**config.mk**
```make
export PLATFORM = sky130hd
export DESIGN_NAME = four_register_byte_alu_flat
export DESIGN_NICKNAME = d
export VERILOG_FILES = /design/src/hw/rtl/fbalu_pkg.sv /design/src/hw/rtl/fbalu_if.sv /design/src/hw/rtl/four_register_byte_alu.sv /design/src/hw/rtl/fbalu_core.sv /design/src/flat_wrapper.sv
export SDC_FILE = /design/constraint.sdc
export NUM_CORES = 1
export LEC_CHECK = 0
export BUFFER_PORTS_ARGS = -buffer_cell sky130_fd_sc_hd__buf_2
export CORE_MARGIN = 3
export CORE_UTILIZATION = 40
export CTS_BUF_LIST = sky130_fd_sc_hd__clkbuf_2
export CTS_CLUSTER_SIZE = 24
export DETAILED_ROUTE_END_ITERATION = 10
export GPL_ROUTABILITY_DRIVEN = 0
export SLEW_MARGIN = 20
export SYNTH_ARGS = -nofsm -noshare
export SYNTH_HDL_FRONTEND = slang
export SYNTH_SLANG_ARGS = --single-unit
```
**constraint.sdc**
```tcl
create_clock -name clk_i -period 4.3 [get_ports clk_i]
set_clock_uncertainty 0.1 [all_clocks]
set_input_delay 0.215 -clock clk_i [delete_from_list [all_inputs] [get_ports clk_i]]
set_output_delay 0.215 -clock clk_i [all_outputs]
set_load 0.01 [all_outputs]
```
**src/hw/rtl/fbalu_pkg.sv**
```systemverilog
// fbalu_pkg: shared widths, command/opcode/status codes and structs for the
// four register byte alu. No dependencies.
`default_nettype none

package fbalu_pkg;

  localparam int unsigned DataW = 8;
  localparam int unsigned NumRegs = 4;
  localparam int unsigned IdxW = $clog2(NumRegs);
  localparam int unsigned CodeW = 2;
  // raw result: sign bit plus room for the largest product
  localparam int unsigned RawW = 2 * DataW + 1;
  localparam int unsigned CntW = $clog2(DataW + 1);
  localparam logic [RawW-1:0] Correction = RawW'(255);

  localparam logic [CodeW-1:0] CMD_WRITE   = 2'd0;
  localparam logic [CodeW-1:0] CMD_OPERATE = 2'd1;
  localparam logic [CodeW-1:0] CMD_READ    = 2'd2;

  localparam logic [CodeW-1:0] OP_ADD = 2'd0;
  localparam logic [CodeW-1:0] OP_SUB = 2'd1;
  localparam logic [CodeW-1:0] OP_MUL = 2'd2;
  localparam logic [CodeW-1:0] OP_DIV = 2'd3;

  localparam logic [CodeW-1:0] STAT_OK      = 2'd0;
  localparam logic [CodeW-1:0] STAT_BLOCKED = 2'd1;
  localparam logic [CodeW-1:0] STAT_DIVZERO = 2'd2;

  typedef struct packed {
    logic             start;
    logic [CodeW-1:0] op;
    logic [DataW-1:0] a;
    logic [DataW-1:0] b;
  } core_req_t;

  typedef struct packed {
    logic             done;
    logic [DataW-1:0] result;
    logic             carry;
  } core_rsp_t;

endpackage

`default_nettype wire

```
**src/hw/rtl/fbalu_if.sv**
```systemverilog
// fbalu_cmd_if / fbalu_rsp_if: valid/ready channels for commands and results.
// Depends on fbalu_pkg for field widths.
`default_nettype none

interface fbalu_cmd_if import fbalu_pkg::*; ();
  logic             valid;
  logic             ready;
  logic [CodeW-1:0] cmd;
  logic [IdxW-1:0]  first_index;
  logic [IdxW-1:0]  second_index;
  logic [CodeW-1:0] opcode;
  logic [DataW-1:0] write_value;

  modport source (output valid, cmd, first_index, second_index, opcode, write_value,
                  input ready);
  modport sink (input valid, cmd, first_index, second_index, opcode, write_value,
                output ready);
endinterface

interface fbalu_rsp_if import fbalu_pkg::*; ();
  logic             valid;
  logic             ready;
  logic [DataW-1:0] result_byte;
  logic             carry_flag;
  logic [CodeW-1:0] status;

  modport source (output valid, result_byte, carry_flag, status, input ready);
  modport sink (input valid, result_byte, carry_flag, status, output ready);
endinterface

`default_nettype wire

```
**src/hw/rtl/four_register_byte_alu.sv**
```systemverilog
// four_register_byte_alu: top level with register file, command sequencer and
// result register. Depends on fbalu_pkg, fbalu_if and fbalu_core.
//
//   channel  dir  modport        carries
//   cmd_i    in   fbalu_cmd_if   cmd, first_index, second_index, opcode, write_value
//   rsp_o    out  fbalu_rsp_if   result_byte, carry_flag, status
//
// write, read, blocked operate and unused command: result registered in the
// cycle after the transaction. operate: first and second operand fetched in
// turn through the single register file read port, then the shared core (one
// step for add/sub, eight for multiply/divide, one correction step, then
// the registered done), then the result register. divide by zero is caught
// in the second fetch, before the core is started.
// reset clears the register file, last result/carry and unlocks operations.
// one command at a time; a new command is taken once the sequencer is idle and
// the result register is empty or being drained in the same cycle.
`default_nettype none

module four_register_byte_alu import fbalu_pkg::*; (
  input  logic        clk_i,
  input  logic        rst_ni,
  fbalu_cmd_if.sink   cmd_i,
  fbalu_rsp_if.source rsp_o
);

  // sequencer states
  localparam logic [1:0] ST_IDLE   = 2'd0;
  localparam logic [1:0] ST_LOAD_A = 2'd1;
  localparam logic [1:0] ST_LOAD_B = 2'd2;
  localparam logic [1:0] ST_WAIT   = 2'd3;

  logic [1:0]       st_q, st_d;

  // architectural state
  logic [DataW-1:0] rf_q [NumRegs];
  logic [DataW-1:0] rf_d [NumRegs];
  logic [DataW-1:0] last_res_q, last_res_d;
  logic             last_carry_q, last_carry_d;
  logic             allowed_q, allowed_d;

  // captured operate command
  logic [IdxW-1:0]  ia_q, ia_d;
  logic [IdxW-1:0]  ib_q, ib_d;
  logic [CodeW-1:0] op_q, op_d;
  logic [DataW-1:0] a_q, a_d;

  // result register
  logic             ovalid_q, ovalid_d;
  logic [DataW-1:0] obyte_q, obyte_d;
  logic             ocarry_q, ocarry_d;
  logic [CodeW-1:0] ostat_q, ostat_d;

  logic             accept;
  logic [IdxW-1:0]  rd_idx;
  logic [DataW-1:0] rd_val;
  core_req_t        core_req;
  core_rsp_t        core_rsp;

  // take a command only when idle and the result slot frees up
  assign cmd_i.ready = (st_q == ST_IDLE) && (!ovalid_q || rsp_o.ready);
  assign accept      = cmd_i.valid && cmd_i.ready;

  // single read port on the register file, first operand then second
  assign rd_idx = (st_q == ST_LOAD_A) ? ia_q : ib_q;
  assign rd_val = rf_q[rd_idx];

  always_comb begin
    st_d         = st_q;
    rf_d         = rf_q;
    last_res_d   = last_res_q;
    last_carry_d = last_carry_q;
    allowed_d    = allowed_q;
    ia_d         = ia_q;
    ib_d         = ib_q;
    op_d         = op_q;
    a_d          = a_q;
    ovalid_d     = ovalid_q && !rsp_o.ready;
    obyte_d      = obyte_q;
    ocarry_d     = ocarry_q;
    ostat_d      = ostat_q;
    core_req     = '{start: 1'b0, op: op_q, a: a_q, b: rd_val};

    case (st_q)
      ST_IDLE: begin
        if (accept) begin
          // default result: zeros with status ok
          ovalid_d = 1'b1;
          obyte_d  = '0;
          ocarry_d = 1'b0;
          ostat_d  = STAT_OK;
          case (cmd_i.cmd)
            CMD_WRITE: rf_d[cmd_i.first_index] = cmd_i.write_value;
            CMD_OPERATE: begin
              if (!allowed_q) begin
                ostat_d = STAT_BLOCKED;
              end else begin
                // no result yet, the operation runs first
                ovalid_d = 1'b0;
                ia_d     = cmd_i.first_index;
                ib_d     = cmd_i.second_index;
                op_d     = cmd_i.opcode;
                st_d     = ST_LOAD_A;
              end
            end
            CMD_READ: begin
              allowed_d = 1'b1;
              obyte_d   = last_res_q;
              ocarry_d  = last_carry_q;
            end
            default: ostat_d = STAT_OK;
          endcase
        end
      end
      ST_LOAD_A: begin
        a_d  = rd_val;
        st_d = ST_LOAD_B;
      end
      ST_LOAD_B: begin
        if (op_q == OP_DIV && rd_val == '0) begin
          // divide by zero leaves everything as it was
          ovalid_d = 1'b1;
          obyte_d  = '0;
          ocarry_d = 1'b0;
          ostat_d  = STAT_DIVZERO;
          st_d     = ST_IDLE;
        end else begin
          core_req.start = 1'b1;
          st_d           = ST_WAIT;
        end
      end
      ST_WAIT: begin
        if (core_rsp.done) begin
          last_res_d   = core_rsp.result;
          last_carry_d = core_rsp.carry;
          allowed_d    = 1'b0;
          ovalid_d     = 1'b1;
          obyte_d      = core_rsp.result;
          ocarry_d     = core_rsp.carry;
          ostat_d      = STAT_OK;
          st_d         = ST_IDLE;
        end
      end
      default: st_d = ST_IDLE;
    endcase
  end

  fbalu_core u_core (
    .clk_i  (clk_i),
    .rst_ni (rst_ni),
    .req_i  (core_req),
    .rsp_o  (core_rsp)
  );

  always_ff @(posedge clk_i or negedge rst_ni) begin
    if (!rst_ni) begin
      st_q         <= ST_IDLE;
      for (int i = 0; i < NumRegs; i++) rf_q[i] <= '0;
      last_res_q   <= '0;
      last_carry_q <= 1'b0;
      allowed_q    <= 1'b1;
      ovalid_q     <= 1'b0;
    end else begin
      st_q         <= st_d;
      rf_q         <= rf_d;
      last_res_q   <= last_res_d;
      last_carry_q <= last_carry_d;
      allowed_q    <= allowed_d;
      ovalid_q     <= ovalid_d;
    end
  end

  // payload, no reset needed
  always_ff @(posedge clk_i) begin
    ia_q     <= ia_d;
    ib_q     <= ib_d;
    op_q     <= op_d;
    a_q      <= a_d;
    obyte_q  <= obyte_d;
    ocarry_q <= ocarry_d;
    ostat_q  <= ostat_d;
  end

  assign rsp_o.valid       = ovalid_q;
  assign rsp_o.result_byte = obyte_q;
  assign rsp_o.carry_flag  = ocarry_q;
  assign rsp_o.status      = ostat_q;

endmodule

`default_nettype wire

```
**src/hw/rtl/fbalu_core.sv**
```systemverilog
// fbalu_core: iterative arithmetic unit around one shared adder/subtractor.
// add/sub in one step, shift-add multiply and restoring divide in eight,
// then a correction step. Depends on fbalu_pkg.
`default_nettype none

module fbalu_core import fbalu_pkg::*; (
  input  logic      clk_i,
  input  logic      rst_ni,
  input  core_req_t req_i,
  output core_rsp_t rsp_o
);

  localparam logic [1:0] CORE_IDLE = 2'd0;
  localparam logic [1:0] CORE_RUN  = 2'd1;
  localparam logic [1:0] CORE_FIX  = 2'd2;

  logic [1:0]         st_q, st_d;
  logic [CodeW-1:0]   op_q, op_d;
  logic [DataW-1:0]   a_q, a_d;
  logic [DataW-1:0]   b_q, b_d;
  logic [RawW-1:0]    acc_q, acc_d;
  logic [2*DataW-1:0] mcand_q, mcand_d;
  logic [DataW-1:0]   mplier_q, mplier_d;
  logic [CntW-1:0]    cnt_q, cnt_d;
  logic [DataW-1:0]   res_q, res_d;
  logic               carry_q, carry_d;
  logic               done_q, done_d;

  logic [RawW-1:0]  add_x, add_y, sum;
  logic             add_sub;
  logic [DataW:0]   rem_shift;
  logic [RawW-1:0]  fix_val;
  logic             too_big, too_small;

  assign rem_shift = {acc_q[DataW-1:0], mplier_q[DataW-1]};
  assign fix_val   = (op_q == OP_DIV) ? {{(RawW-DataW){1'b0}}, mplier_q} : acc_q;
  assign too_small = fix_val[RawW-1];
  assign too_big   = !fix_val[RawW-1] && (fix_val > Correction);

  // the one shared adder
  always_comb begin
    add_x   = {{(RawW-DataW){1'b0}}, a_q};
    add_y   = {{(RawW-DataW){1'b0}}, b_q};
    add_sub = 1'b0;
    if (st_q == CORE_FIX) begin
      add_x   = fix_val;
      add_y   = Correction;
      add_sub = !too_small;
    end else begin
      case (op_q)
        OP_ADD: add_sub = 1'b0;
        OP_SUB: add_sub = 1'b1;
        OP_MUL: begin
          add_x = acc_q;
          add_y = {1'b0, mcand_q};
        end
        default: begin
          add_x   = {{(RawW-DataW-1){1'b0}}, rem_shift};
          add_sub = 1'b1;
        end
      endcase
    end
    sum = add_x + (add_y ^ {RawW{add_sub}}) + RawW'(add_sub);
  end

  always_comb begin
    st_d     = st_q;
    op_d     = op_q;
    a_d      = a_q;
    b_d      = b_q;
    acc_d    = acc_q;
    mcand_d  = mcand_q;
    mplier_d = mplier_q;
    cnt_d    = cnt_q;
    res_d    = res_q;
    carry_d  = carry_q;
    done_d   = 1'b0;
    case (st_q)
      CORE_IDLE: begin
        if (req_i.start) begin
          op_d     = req_i.op;
          a_d      = req_i.a;
          b_d      = req_i.b;
          acc_d    = '0;
          mcand_d  = {{DataW{1'b0}}, req_i.a};
          mplier_d = (req_i.op == OP_DIV) ? req_i.a : req_i.b;
          cnt_d    = (req_i.op == OP_ADD || req_i.op == OP_SUB) ?
                     CntW'(1) : CntW'(DataW);
          st_d     = CORE_RUN;
        end
      end
      CORE_RUN: begin
        case (op_q)
          OP_ADD, OP_SUB: acc_d = sum;
          OP_MUL: begin
            if (mplier_q[0]) acc_d = sum;
            mcand_d  = {mcand_q[2*DataW-2:0], 1'b0};
            mplier_d = {1'b0, mplier_q[DataW-1:1]};
          end
          default: begin
            // restoring step: keep the difference when it did not go negative
            if (!sum[RawW-1]) begin
              acc_d = {{(RawW-DataW){1'b0}}, sum[DataW-1:0]};
            end else begin
              acc_d = {{(RawW-DataW){1'b0}}, rem_shift[DataW-1:0]};
            end
            mplier_d = {mplier_q[DataW-2:0], !sum[RawW-1]};
          end
        endcase
        cnt_d = cnt_q - CntW'(1);
        if (cnt_q == CntW'(1)) st_d = CORE_FIX;
      end
      CORE_FIX: begin
        carry_d = too_big || too_small;
        res_d   = (too_big || too_small) ? sum[DataW-1:0] : fix_val[DataW-1:0];
        done_d  = 1'b1;
        st_d    = CORE_IDLE;
      end
      default: st_d = CORE_IDLE;
    endcase
  end

  always_ff @(posedge clk_i or negedge rst_ni) begin
    if (!rst_ni) begin
      st_q   <= CORE_IDLE;
      done_q <= 1'b0;
    end else begin
      st_q   <= st_d;
      done_q <= done_d;
    end
  end

  always_ff @(posedge clk_i) begin
    op_q     <= op_d;
    a_q      <= a_d;
    b_q      <= b_d;
    acc_q    <= acc_d;
    mcand_q  <= mcand_d;
    mplier_q <= mplier_d;
    cnt_q    <= cnt_d;
    res_q    <= res_d;
    carry_q  <= carry_d;
  end

  assign rsp_o.done   = done_q;
  assign rsp_o.result = res_q;
  assign rsp_o.carry  = carry_q;

endmodule

`default_nettype wire

```
**src/flat_wrapper.sv**
```systemverilog
// flat-port wrapper written by rule: the top's interface ports become plain ports
module four_register_byte_alu_flat import fbalu_pkg::*;
  (clk_i, rst_ni, cmd_i_valid, cmd_i_cmd, cmd_i_first_index, cmd_i_second_index, cmd_i_opcode, cmd_i_write_value, cmd_i_ready, rsp_o_valid, rsp_o_result_byte, rsp_o_carry_flag, rsp_o_status, rsp_o_ready);
  fbalu_cmd_if cmd_i_i ();
  fbalu_rsp_if rsp_o_i ();
  input  logic clk_i;
  input  logic rst_ni;
  input wire logic [$bits(cmd_i_i.valid)-1:0] cmd_i_valid;
  input wire logic [$bits(cmd_i_i.cmd)-1:0] cmd_i_cmd;
  input wire logic [$bits(cmd_i_i.first_index)-1:0] cmd_i_first_index;
  input wire logic [$bits(cmd_i_i.second_index)-1:0] cmd_i_second_index;
  input wire logic [$bits(cmd_i_i.opcode)-1:0] cmd_i_opcode;
  input wire logic [$bits(cmd_i_i.write_value)-1:0] cmd_i_write_value;
  output wire logic [$bits(cmd_i_i.ready)-1:0] cmd_i_ready;
  output wire logic [$bits(rsp_o_i.valid)-1:0] rsp_o_valid;
  output wire logic [$bits(rsp_o_i.result_byte)-1:0] rsp_o_result_byte;
  output wire logic [$bits(rsp_o_i.carry_flag)-1:0] rsp_o_carry_flag;
  output wire logic [$bits(rsp_o_i.status)-1:0] rsp_o_status;
  input wire logic [$bits(rsp_o_i.ready)-1:0] rsp_o_ready;
  assign cmd_i_i.valid = cmd_i_valid;
  assign cmd_i_i.cmd = cmd_i_cmd;
  assign cmd_i_i.first_index = cmd_i_first_index;
  assign cmd_i_i.second_index = cmd_i_second_index;
  assign cmd_i_i.opcode = cmd_i_opcode;
  assign cmd_i_i.write_value = cmd_i_write_value;
  assign cmd_i_ready = cmd_i_i.ready;
  assign rsp_o_valid = rsp_o_i.valid;
  assign rsp_o_result_byte = rsp_o_i.result_byte;
  assign rsp_o_carry_flag = rsp_o_i.carry_flag;
  assign rsp_o_status = rsp_o_i.status;
  assign rsp_o_i.ready = rsp_o_ready;
  four_register_byte_alu u_core (.clk_i(clk_i), .rst_ni(rst_ni), .cmd_i(cmd_i_i), .rsp_o(rsp_o_i));
endmodule
```
# == Word-level counts from Yosys, hierarchy flattened ==
# Index checks and enable logic that the tools add are counted.
# word_totals
regBits,145
word_cells,164
input_bits,20
# classes
n_eq_ne,24
magnitude_cmp,4
addsub,3
n_reduce_logical,36
bitwise,3
muxes,67
# op_table
op,n
one-hot mux 17 bit (2 select lines),3
two-way mux 8 bit,11
two-way mux 17 bit,4
two-way mux 16 bit,4
bitwise mux 32 bit,1
one-hot mux 16 bit (2 select lines),1
one-hot mux 8 bit (2 select lines),2
one-hot mux 8 bit (3 select lines),1
two-way mux 2 bit,11
two-way mux 1 bit,18
adder 17 x 1 -> 17 bit,1
adder 17 bit,1
> comparator 17 x 8 -> 1 bit (second input constant),1
bitwise XOR 17 bit,1
binary-select mux 8 bit (select 2 bit),1
demux 8 bit (select 2 bit),1
AND reduction 4 bit,4
equality test 2 bit (second input constant),7
inequality test 2 x 1 -> 1 bit (second input constant),7
AND reduction 3 bit,4
equality test 2 x 1 -> 1 bit (second input constant),5
logical NOT 2 bit,5
logical NOT 8 bit,1
two-way mux 4 bit,2
20 further kinds,40

# == Longest topological paths before layout ==
# logic_depth
depth_word,12
depth_mapped,15
ltp_nobuf,13

# == Modules after synthesis ==
# A second synthesis with hierarchy kept.
# unflattened
hier_cells,671
area_unflattened_um2,7822.5
# modules_own_cells
module,cells_each,area_per_inst_um2,instances,seq_area_each_um2
fbalu_core,482,4837.1,1,2237.1
four_register_byte_alu,189,2985.4,1,1878.1

# == Worst setup path after synthesis ==
# Ideal clock, no wire load.
# synth_path
path_kind,reg2reg
from,reg u_core.u_core.st_q[0]
to,reg u_core.u_core.acc_q[4] (data pin)
arrival_time_ns,3.437
path_stages_with_launch,15
t_required_ns,3.934
period_less_slack_ns,3.803
n_path_buf,3
setup_slack_ns,0.497
cell_sequence,dfrtp_1 > nand2b_1 > buf_2 > o21ai_1 > clkbuf_1 > xor2_1 > fa_1 > a211oi_1 > nor2_1 > o21ai_0 > o21a_1 > o21ai_0 > buf_2 > mux2i_1 > nor2_1
# synth_via
elab_chain_cells,8
word_cells_on_any_way,13
classes_between,add/sub (2); eq/ne (2); mux (7); bitwise (1); reduce/logical (1)
# synth_lines
element,line_no,text
"start, declared",fbalu_core.sv:17,"logic [1:0] st_q, st_d;"
"start signal, assigned",fbalu_core.sv:128,st_q <= st_d;
equality test 2 bit,fbalu_core.sv:45,if (st_q == CORE_FIX) begin
two-way mux 16 bit or two-way mux 1 bit (tied branches),fbalu_core.sv:45,
bitwise XOR 17 bit,fbalu_core.sv:63,sum = add_x + (add_y ^ {RawW{add_sub}}) + RawW'(add_sub);
adder 17 bit,fbalu_core.sv:63,
adder 17 x 1 -> 17 bit,fbalu_core.sv:63,
two-way mux 8 bit or two-way mux 17 bit (tied branches),"fbalu_core.sv:102, fbalu_core.sv:96",
one-hot mux 17 bit (2 select lines),fbalu_core.sv:93,case (op_q)
one-hot mux 17 bit (2 select lines) *,fbalu_core.sv:78,case (st_q)
"end signal, assigned",fbalu_core.sv:137,acc_q <= acc_d;
"end, declared",fbalu_core.sv:21,"logic [RawW-1:0] acc_q, acc_d;"
# Mark *: on every way between the ends. The rest lies on a longest branch, timed or not. The select of a mux whose other input is x is not followed.
# A chain may end at the register's enable or synchronous reset.

# == Worst setup path after layout ==
# layout_path
from,reg u_core.u_core.st_q[1]
to,reg u_core.u_core.mplier_q[0] (data pin)
# layout_via
elab_chain_cells,8
word_cells_on_any_way,12
classes_between,add/sub (2); eq/ne (2); mux (5); bitwise (1); reduce/logical (2)
# layout_lines
element,line_no,text
equality test 2 bit,fbalu_core.sv:45,
two-way mux 16 bit or two-way mux 1 bit (tied branches),fbalu_core.sv:45,
bitwise XOR 17 bit,fbalu_core.sv:63,
adder 17 bit,fbalu_core.sv:63,
adder 17 x 1 -> 17 bit,fbalu_core.sv:63,
logical NOT 1 bit,fbalu_core.sv:107,"mplier_d = {mplier_q[DataW-2:0], !sum[RawW-1]};"
one-hot mux 8 bit (2 select lines),fbalu_core.sv:93,
one-hot mux 8 bit (2 select lines) *,fbalu_core.sv:78,
net u_core.u_core.mplier_d[0],fbalu_core.sv:23,"logic [DataW-1:0] mplier_q, mplier_d;"
"end signal, assigned",fbalu_core.sv:139,mplier_q <= mplier_d;
"end, declared",fbalu_core.sv:23,
# The timed path passes the listed nets; every way through them passes the cells marked *.

==> flow_summary.yaml <==
worst_hold_path:
  worstHoldPathType: "in -> reg"
  holdPathEnd: "u_core.op_q[1]"
  hold_start: "cmd_i_opcode[1]"
  worstHoldPathCells: 2
die:
  dieArea_sq_mm: 0.0207
  coreArea_sq_mm: 0.0183
  start_util_pct: 41.5
  die_w_microns: 144
  die_h_microns: 144
  io_pins: 33
  row_count: 49
sta:
  worst_pin_slew_ns: 1.10
  hold_violations: 0
  period_share_pct: 89.9
  setup_viol: 0
  rsz0062_at_grt: "no"
  holdWs_ns: 0.0599
  clock.fmax_mhz: 259
  period_minus_slack_ns: 3.86
  drv_slew: 0
  setup_tns_ns: 0
  slew_headroom_pct: 26.6
final_layout:
  mostFrequentLayoutCells: "edfxtp_1 (97), nand2_1 (72), dfrtp_1 (47), mux2_2 (44), buf_2 (31)"
  fin_util_pct: 46.8
  largest_register_ffs: 32
  top_regs: "u_core.rf_q: 32 flops, u_core.u_core.acc_q: 17 flops, u_core.u_core.mcand_q: 16 flops"
  nNetsFinal: 737
  n_fill_cell: 1631
  regMostFlops: "u_core.rf_q"
  final_common_cell: "edfxtp_1"
  fin_area_sq_mm: 0.00857
  layout-drive-gt1-share_pct: 21.1
  syn_to_final_growth_pct: 12.7
global_route:
  antenna_found_initial: 1
  grt_pass1_vias: 5392
  grt_max_degree: 49
  grt_pass1_wl_microns: 28000
  grt_use_total_pct: 17.3
  gr-total-overflow: 0
clocking:
  cts_tree: "done"
  clockBufferDepth: 2
  cts_inserted_buffers: 17
  clockRootBuffer: "clkbuf_2"
  clock-sinks: 145
  clk_pin_slew_worst_paths_ns: 0.24
  htreeDepth: 4
  clk_latency_ns: 0.75
synthesis:
  synthAdderAreaFrac_pct: 3.06
  postSynthAreaPerCell_sq_um: 12.2
  async_flop_share_pct: 33.1
  syn_nets: 664
  yosys.area_share.simple_pct: 13.5
  ys_ff_latch: 145
  synth_compound_area_share_pct: 11.4
  syn_inst: 626
  synth_xor_area_share_pct: 1.96
  yosysSeqAreaShare_pct: 54.1
  yosys_warnings: 0
  synth-edff-count: 97
  synth.distinct_cells: 66
  synth.area.mux_share_pct: 14.0
  synth_top_family_by_area: "multiplexers"
  syn_area_sq_mm: 0.00761
  yosys_most_used_dff: "edfxtp_1"
pwr:
  p_per_area_mw_per_mm2: 649
  p_total_w: 0.00556
  p_leak_nw: 3.70
  worst_ir_drop_vdd_mv: 0.240
detailed_routing:
  firstDrtPassIters: 5
  finalWirelength_microns: 17000
  ant_nets: 0
  num_vias: 5251
  via_per_inst: 5.57
  wl_per_cell_microns: 18.1
  first_iter_violations: 450
  drc_errors: 0
place:
  place_area_sq_mm: 0.00813
  dp_hpwl_microns: 12400
  portBuffers: 32
worst_setup_path:
  critPathCaptureType: "flip-flop"
  worst_setup_path_start_kind: "flip-flop"
  critPathSlowestCell: "dfrtp_1"
  r2r_end: "u_core.u_core.mplier_q[0]"
  cpPeakStageDelay_ns: 0.54
  crit_fanout: 10
  r2r_start: "u_core.u_core.st_q[1]"
  critPathKind: "reg -> reg"
  cp.required_ns: 4.70
  crit_start: "u_core.u_core.st_q[1]"
  cp.arrival_ns: 4.26
  reg2regPathDepth: 12
  regToRegSetupSlack_ns: 0.44
  path_buf_inv: 1
  cp_top_family: "compound AO/OA/AOI/OAI gates"
  worstPathCellList: "nand2b_1 > o21ai_1 > buf_4 > xor2_1 > ha_1 > a2111oi_0 > a21oi_1 > o21ai_1 > o21ai_0 > a21oi_1 > a31o_2 > a31oi_1"
outcome:
  run_status: "complete, no violations"
run:
  cap_violations: 0
## cell type report
class,count,area [sq um],share of cell area (%)
Antenna cell,1,2.50,0.0292
Multi-Input combinational cell,444,3350,39.1
Clock buffer,18,90.1,1.05
Tap cell,229,287,3.34
Clock inverter,14,106,1.24
Inverter,12,45.0,0.525
Sequential cell,145,4120,48.0
Timing Repair Buffer,79,576,6.71
## kinds of logic after synthesis
| family | after synthesis |
|---|---|
| AND/OR/NAND/NOR | 200 |
| flip-flops | 145 |
| AO/OA/AOI/OAI | 124 |
| multiplexers | 85 |
| buffers and inverters | 37 |
| adder cells (fa/ha/maj) | 18 |
| XOR/XNOR | 17 |
## worst reg2reg max path, delay by kind of cell (launching register included)
kind,cells,cell delay (ns)
AND/OR/NAND/NOR,1,0.18
flip-flops,1,0.54
adder cells (fa/ha/maj),1,0.34
AO/OA/AOI/OAI,8,2.04
buffers and inverters,1,0.27
XOR/XNOR,1,0.16
## worst max path at each step
stage / cells after the start / to / slack (ns)
6_report: 12 / u_core.u_core.mplier_q[0] / 0.44
3_3_place_gp: 12 / u_core.u_core.mplier_q[0] / 0.42
3_5_place_dp: 12 / u_core.u_core.mplier_q[0] / 0.33
2_1_floorplan: 14 / u_core.u_core.acc_q[4] / 0.50
5_1_grt: 12 / u_core.u_core.mplier_q[0] / 0.09
4_1_cts: 12 / u_core.u_core.mplier_q[0] / 0.34
## Yosys cell counts (2+ instances only)
library cell	count	share of area, %
buf_1	4	0.20
o21ai_0	26	1.7
nand2b_4	2	0.36
and3_1	9	0.74
nand3b_1	4	0.39
a21oi_1	14	0.92
mux4_1	8	2.8
nor4_1	4	0.33
nor3b_2	2	0.33
nor3b_1	2	0.20
or4_1	6	0.59
o21bai_1	3	0.30
buf_2	6	0.39
nand4_1	3	0.25
nand2b_1	10	0.82
and2_1	19	1.6
dfrtp_1	47	15
mux2_2	44	6.5
ha_1	17	2.8
nor3_1	9	0.59
nor2b_1	4	0.33
o21a_1	5	0.49
o41ai_1	2	0.23
edfxtp_1	97	38
a22o_1	9	1.0
a21o_1	17	1.7
mux2i_1	30	3.9
nand2_1	72	3.6
a2111oi_0	2	0.23
nor2_1	29	1.4
a31oi_1	9	0.74
nand3_1	17	1.1
o211ai_1	7	0.69
clkbuf_1	14	0.69
xnor2_1	9	1.0
xor2_1	8	0.92
a21boi_0	3	0.30
a211oi_1	14	1.4
inv_1	12	0.59
## where the power goes
part	internal (W)	switching, W
logic	0.00108	0.00146
registers	0.00206	0.000268
clock network	0.000163	0.000534
total	0.00330	0.00227
## timing repair
action	in CTS	in global routing
gates resized for setup	0	1
hold buffers	21	3
setup endpoints to repair	0	2
setup buffers	0	0
endpoints found under the hold margin	103	49
## metrics by stage
stage,setup WS (ns),std cells
detailed placement,0.330,885
floorplan,0.497,626
global route,0.0860,942
global placement,0.425,885
finish,0.436,942
CTS,0.338,938
## metal layers
| layer | share of wire, % | vias to the layer above | GRT usage (%) |
|---|---|---|---|
| met5 | 0 | - | 0 |
| met4 | 1.1 | 0 | 5.40 |
| met3 | 4.4 | 17 | 3.59 |
| met2 | 50 | 142 | 29.7 |
| met1 | 45 | 2580 | 22.0 |
| li1 | - | 2512 | - |
No activity file was read; power rests on OpenSTA's default activity.
